### config.mk
export PLATFORM = sky130hd
export DESIGN_NAME = nbb_wrap_mul
export DESIGN_NICKNAME = d
export VERILOG_FILES = /design/src/sv/ntt_butterfly_barrett_core_defines.svh /design/src/sv/nbb_pkg.sv /design/src/sv/nbb_wrap_mul.sv
export SDC_FILE = /design/constraint.sdc
export NUM_CORES = 2
export LEC_CHECK = 0
export BUFFER_PORTS_ARGS = -buffer_cell sky130_fd_sc_hd__buf_2
export CORE_ASPECT_RATIO = 0.7
export CORE_MARGIN = 4
export CORE_UTILIZATION = 50
export DETAILED_ROUTE_END_ITERATION = 8
export HOLD_SLACK_MARGIN = 0.08
export MAX_ROUTING_LAYER = met4
export PLACE_DENSITY = 0.69
export SLEW_MARGIN = 20
export SYNTH_ARGS = -nofsm -noshare
export SYNTH_HDL_FRONTEND = slang
export SYNTH_SLANG_ARGS = --single-unit
### constraint.sdc
create_clock -name clock -period 8.95 [get_ports clock]
set_clock_uncertainty 0.1 [all_clocks]
set_input_delay 1.3425 -clock clock [delete_from_list [all_inputs] [get_ports clock]]
set_output_delay 1.3425 -clock clock [all_outputs]
set_load 0.05 [all_outputs]
### src/sv/ntt_butterfly_barrett_core_defines.svh
// Assertion macros shared by the NTT butterfly RTL.
// No dependencies; included by files that carry concurrent assertions.
`ifndef NTT_BUTTERFLY_BARRETT_CORE_DEFINES_SVH
`define NTT_BUTTERFLY_BARRETT_CORE_DEFINES_SVH

// same-cycle implication
`define NBB_ASSERT_IMPL(label, clk, rst, ante, cons) \
   label: assert property (@(posedge clk) disable iff (rst) (ante) |-> (cons)) \
      else $error("nbb assertion failed");

// next-cycle implication
`define NBB_ASSERT_NEXT(label, clk, rst, ante, cons) \
   label: assert property (@(posedge clk) disable iff (rst) (ante) |=> (cons)) \
      else $error("nbb assertion failed");

`endif

### src/sv/nbb_pkg.sv
// Package for the NTT butterfly: fixed widths, register codes, pipeline
// stage numbers and the multiplier control struct. No dependencies.
package nbb_pkg;

   localparam int Q_BITS        = 30;
   localparam int W_BITS        = 5;
   localparam int U_BITS        = 31;
   localparam int DP_BITS       = 64;
   localparam int HALF_BITS     = 32;
   localparam int DIFF_BITS     = 32;
   localparam int SH2_BITS      = 6;
   localparam int BARRETT_OFS   = 2;

   localparam int CSR_DATA_BITS = 32;
   localparam int CSR_ADDR_BITS = 4;
   localparam int CSR_IDX_LSB   = 2;

   typedef logic [CSR_ADDR_BITS-CSR_IDX_LSB-1:0] nbb_reg_index_type;

   localparam nbb_reg_index_type REG_MODULUS        = 2'd0;
   localparam nbb_reg_index_type REG_MODULUS_BITS   = 2'd1;
   localparam nbb_reg_index_type REG_BARRETT_FACTOR = 2'd2;

   localparam logic [Q_BITS-1:0] MODULUS_RESET        = 30'd12289;
   localparam logic [W_BITS-1:0] MODULUS_BITS_RESET   = 5'd14;
   localparam logic [U_BITS-1:0] BARRETT_FACTOR_RESET = 31'd21843;

   // pipeline stage numbers
   localparam int ST_SUM  = 1;
   localparam int ST_TW   = 2;
   localparam int ST_SH1  = 3;
   localparam int ST_X2P  = 4;
   localparam int ST_X2   = 5;
   localparam int ST_S    = 6;
   localparam int ST_SQP  = 7;
   localparam int ST_SQ   = 8;
   localparam int ST_C    = 9;
   localparam int ST_OUT  = 10;
   localparam int STAGES  = 10;

   typedef struct packed {
      logic part_en;
      logic sum_en;
   } nbb_mul_ctl_type;

endpackage

### src/sv/nbb_wrap_mul.sv
// Two-stage 64 x 31 bit multiply, product kept modulo 2^64.
// Depends on nbb_pkg; stage enables come from the owner's pipeline control.
module nbb_wrap_mul (
   input  logic                          clock,
   input  nbb_pkg::nbb_mul_ctl_type      ctl,
   input  logic [nbb_pkg::DP_BITS-1:0]   a_op,
   input  logic [nbb_pkg::U_BITS-1:0]    b_op,
   output logic [nbb_pkg::DP_BITS-1:0]   product
);
   import nbb_pkg::*;

   localparam int LO_BITS = HALF_BITS + U_BITS;

   logic [LO_BITS-1:0]   lo_in, lo_ff;
   logic [HALF_BITS-1:0] hi_in, hi_ff;
   logic [DP_BITS-1:0]   prod_in, prod_ff;

   // high half only contributes its low 32 bits mod 2^64
   assign lo_in   = LO_BITS'(a_op[HALF_BITS-1:0]) * LO_BITS'(b_op);
   assign hi_in   = a_op[DP_BITS-1:HALF_BITS] * HALF_BITS'(b_op);
   assign prod_in = DP_BITS'(lo_ff) + {hi_ff, {HALF_BITS{1'b0}}};

   always_ff @(posedge clock) begin
      if (ctl.part_en) begin
         lo_ff <= lo_in;
         hi_ff <= hi_in;
      end
      if (ctl.sum_en) begin
         prod_ff <= prod_in;
      end
   end

   assign product = prod_ff;
endmodule

==> results.json <==
{
  "async_flop_share_pct": 0,
  "synth_warnings": 0,
  "r2r_cells": 14,
  "core_um2": 106000,
  "placementRows": 100,
  "syn_to_final_growth_pct": 8.96,
  "nets": 7709,
  "drive_gt1_share_pct": 9.17,
  "wirelength_um": 164000,
  "gr-usage-all-layers_pct": 30.8,
  "fin_crit_sh_pct": 98.5,
  "io_buffers": 161,
  "ys_ff_latch": 159,
  "die_area_um2": 113000,
  "drc": 0,
  "finalHoldViolations": 0,
  "fp.dieH_um": 282,
  "worstSetupPathType": "input port to flop",
  "synth-edff-count": 159,
  "vias": 39600,
  "layout.cells.non_filler": 7384,
  "insertion_delay_ps": 440,
  "r2r_start": "lo_ff[32]",
  "initial_core_util_pct": 50.5,
  "worstSetupStartpointType": "input port",
  "via_per_inst": 5.36,
  "multi_input_area_um2": 42900,
  "min_period_ps": 8810,
  "min_path_type": "flop to flop",
  "ys_seq_area_share_pct": 8.88,
  "grt_first_pass_wirelength_um": 254000,
  "syn_nets": 7525,
  "clockBufferDepth": 2,
  "avgRoutedWirePerCell_um": 22.2,
  "outcome": "finished, final reports clean",
  "critical_path_arrival_ps": 8860,
  "cts_tree": "done",
  "setup_viol": 0,
  "die_x_um": 400,
  "h-tree-depth": 4,
  "hpwl_um": 139000,
  "end_kind": "flop",
  "synthFlopType": "edfxtp_1",
  "path_max_fanout": 13,
  "slew_viol_final": 0,
  "postSynthAreaPerCell_um2": 9.36,
  "r2r_setup_slack_ps": 5370,
  "grt_start_max_net_pins": 65,
  "cts_root_buf": "clkbuf_16",
  "fmax_mhz": 113,
  "cts_buffers": 17,
  "firstDrtPassIters": 6,
  "synth_cell_types": 66,
  "gp_congestion": 1.04,
  "io_pins": 162,
  "cap_violations": 0,
  "relSlewSlack_pct": 40.6,
  "n_fill_cell": 9393,
  "drt_iter0_markers": 3849,
  "antenna_found_initial": 22,
  "post-route-util_pct": 55.0,
  "crit_end": "lo_ff[62]",
  "hold_buffers": 0,
  "final_antenna_net_count": 0,
  "crit_required_ps": 9000,
  "grt_pass1_vias": 41300,
  "startpoint": "a_op[13]",
  "path_clk_slew_ps": 60,
  "seq_area_um2": 4770,
  "placed_cells": 7337,
  "worst_slew_pin_slew_ps": 890,
  "clock_sinks": 159,
  "cts_setup_buffers": 0,
  "syn_area_um2": 53800,
  "grt_overflow": 0,
  "r2r_end": "product[62]",
  "syn-instance-count": 5744
}
[worst max-delay path, stage by stage]
cell and delay [ps]:
buf_2 250, buf_4 210, and2_1 150, fa_1 430, inv_1 220, fa_1 490, fa_1 510, fa_1 610
fa_1 460, fa_1 520, fa_1 460, fa_1 520, inv_1 50, ha_1 410, a21o_1 220, a21oi_1 150
o32ai_1 140, a311o_1 370, a211oi_2 300, o311ai_4 170, o221ai_2 240, o21ai_2 110, a41o_1 290, nand4_1 100
a41oi_1 120
[kinds of logic after synthesis]
family,Yosys count,synth area share [%]
xor gates and xnor gates,168,2.74
adders and majority gates,1683,57.0
AOI/OAI and AO/OA,347,4.27
buffers and inverters,1643,11.5
DFF,159,8.88
and+or+nand+nor,1744,15.7
[worst min path at each step]
stage	start	to	slack, ps	cells after the start
floorplan	lo_ff[0]	product[0]	300	0
global placement	lo_ff[17]	product[17]	300	0
detailed placement	lo_ff[23]	product[23]	300	0
CTS	lo_ff[3]	product[3]	320	0
global route	lo_ff[25]	product[25]	330	0
finish	lo_ff[30]	product[30]	320	0
[sequential cells by signal, indices dropped and copies added (netlist names)]
register / count
hi_ff: 32
lo_ff: 63
product: 64
[metal layers]
metal / global-route usage (%) / wire (um) / up-vias / share of wire, %
met3: 13.2 / 26100 / 163 / 16
met4: 4.86 / 2400 / 0 / 1.5
met2: 39.6 / 63700 / 2192 / 39
li1: - / - / 17200 / -
met1: 45.5 / 71600 / 20100 / 44
met5: - / 0 / - / 0
[cell usage after synthesis (all sizes together), types with 13 or more instances]
cell,number,area share (%)
o21bai,13,0.18
nand4,16,0.19
edfxtp,159,8.9
xor2,41,0.67
nand3,19,0.18
ha,407,9.5
nand2,910,6.4
nor2,71,0.50
a21oi,114,1.1
o21ai,60,0.58
o21a,17,0.24
and2,669,7.8
a211oi,16,0.23
clkbuf,317,2.2
inv,1322,9.2
nand2b,13,0.15
fa,1276,47
xnor2,127,2.1
a21o,70,0.98
[cells in the final DEF, fill, tap and decap left out, types with 4 or more instances in the layout]
| cell type | netlist | layout |
|---|---|---|
| o21ai_1 | 17 | 17 |
| inv_6 | 0 | 5 |
| diode_2 | 0 | 15 |
| o211ai_1 | 6 | 6 |
| a21oi_2 | 4 | 5 |
| a21oi_1 | 110 | 108 |
| and2_1 | 669 | 669 |
| ha_1 | 407 | 407 |
| clkbuf_4 | 0 | 7 |
| nand2_1 | 910 | 910 |
| nor2b_1 | 9 | 9 |
| xor2_1 | 41 | 41 |
| o21a_1 | 16 | 16 |
| inv_8 | 0 | 4 |
| buf_6 | 1 | 4 |
| o31ai_1 | 6 | 5 |
| o21bai_1 | 13 | 13 |
| fa_1 | 1276 | 1276 |
| nand4_1 | 16 | 16 |
| clkbuf_16 | 0 | 17 |
| a211oi_1 | 15 | 14 |
| buf_12 | 0 | 24 |
| buf_4 | 0 | 298 |
| a21o_1 | 70 | 70 |
| and3_1 | 9 | 9 |
| nand2b_1 | 13 | 13 |
| xnor2_1 | 127 | 127 |
| nor4_1 | 4 | 4 |
| nor2_1 | 71 | 69 |
| a31oi_1 | 11 | 10 |
| nor3_1 | 11 | 11 |
| buf_2 | 1 | 153 |
| inv_1 | 1322 | 1321 |
| o21ai_0 | 40 | 40 |
| nand3_1 | 19 | 19 |
| edfxtp_1 | 159 | 159 |
| or2_2 | 4 | 4 |
[timing repair]
| action | CTS | global route |
|---|---|---|
| hold endpoints to repair | 0 | 0 |
| resized for setup | 1 | 21 |
| setup endpoints to repair | 2 | 13 |
[layout make-up]
class,count,share of cell area (%)
inverters,1322,8.47
multi-input cells,3942,73.2
clock buffers,18,0.732
well taps,1428,3.05
diodes,15,0.0640
clock inverters,14,0.250
repair buffers,486,6.11
flip-flops and latches,159,8.15
[per-stage QoR]
stage	area (um^2)	hold WS (ps)	setup slack, ps	TNS, ps
after floorplan	53800	300	363	0
after global placement	57900	301	-526	-1560
after detailed placement	57900	305	-661	-2540
after CTS	58500	319	90.5	0
after global routing	58600	330	-17.9	-43.4
final	58600	318	135	0
Power is left out: the tool's default activity adds up to more than one toggle a clock period on the data nets, which glitch-free logic cannot reach.
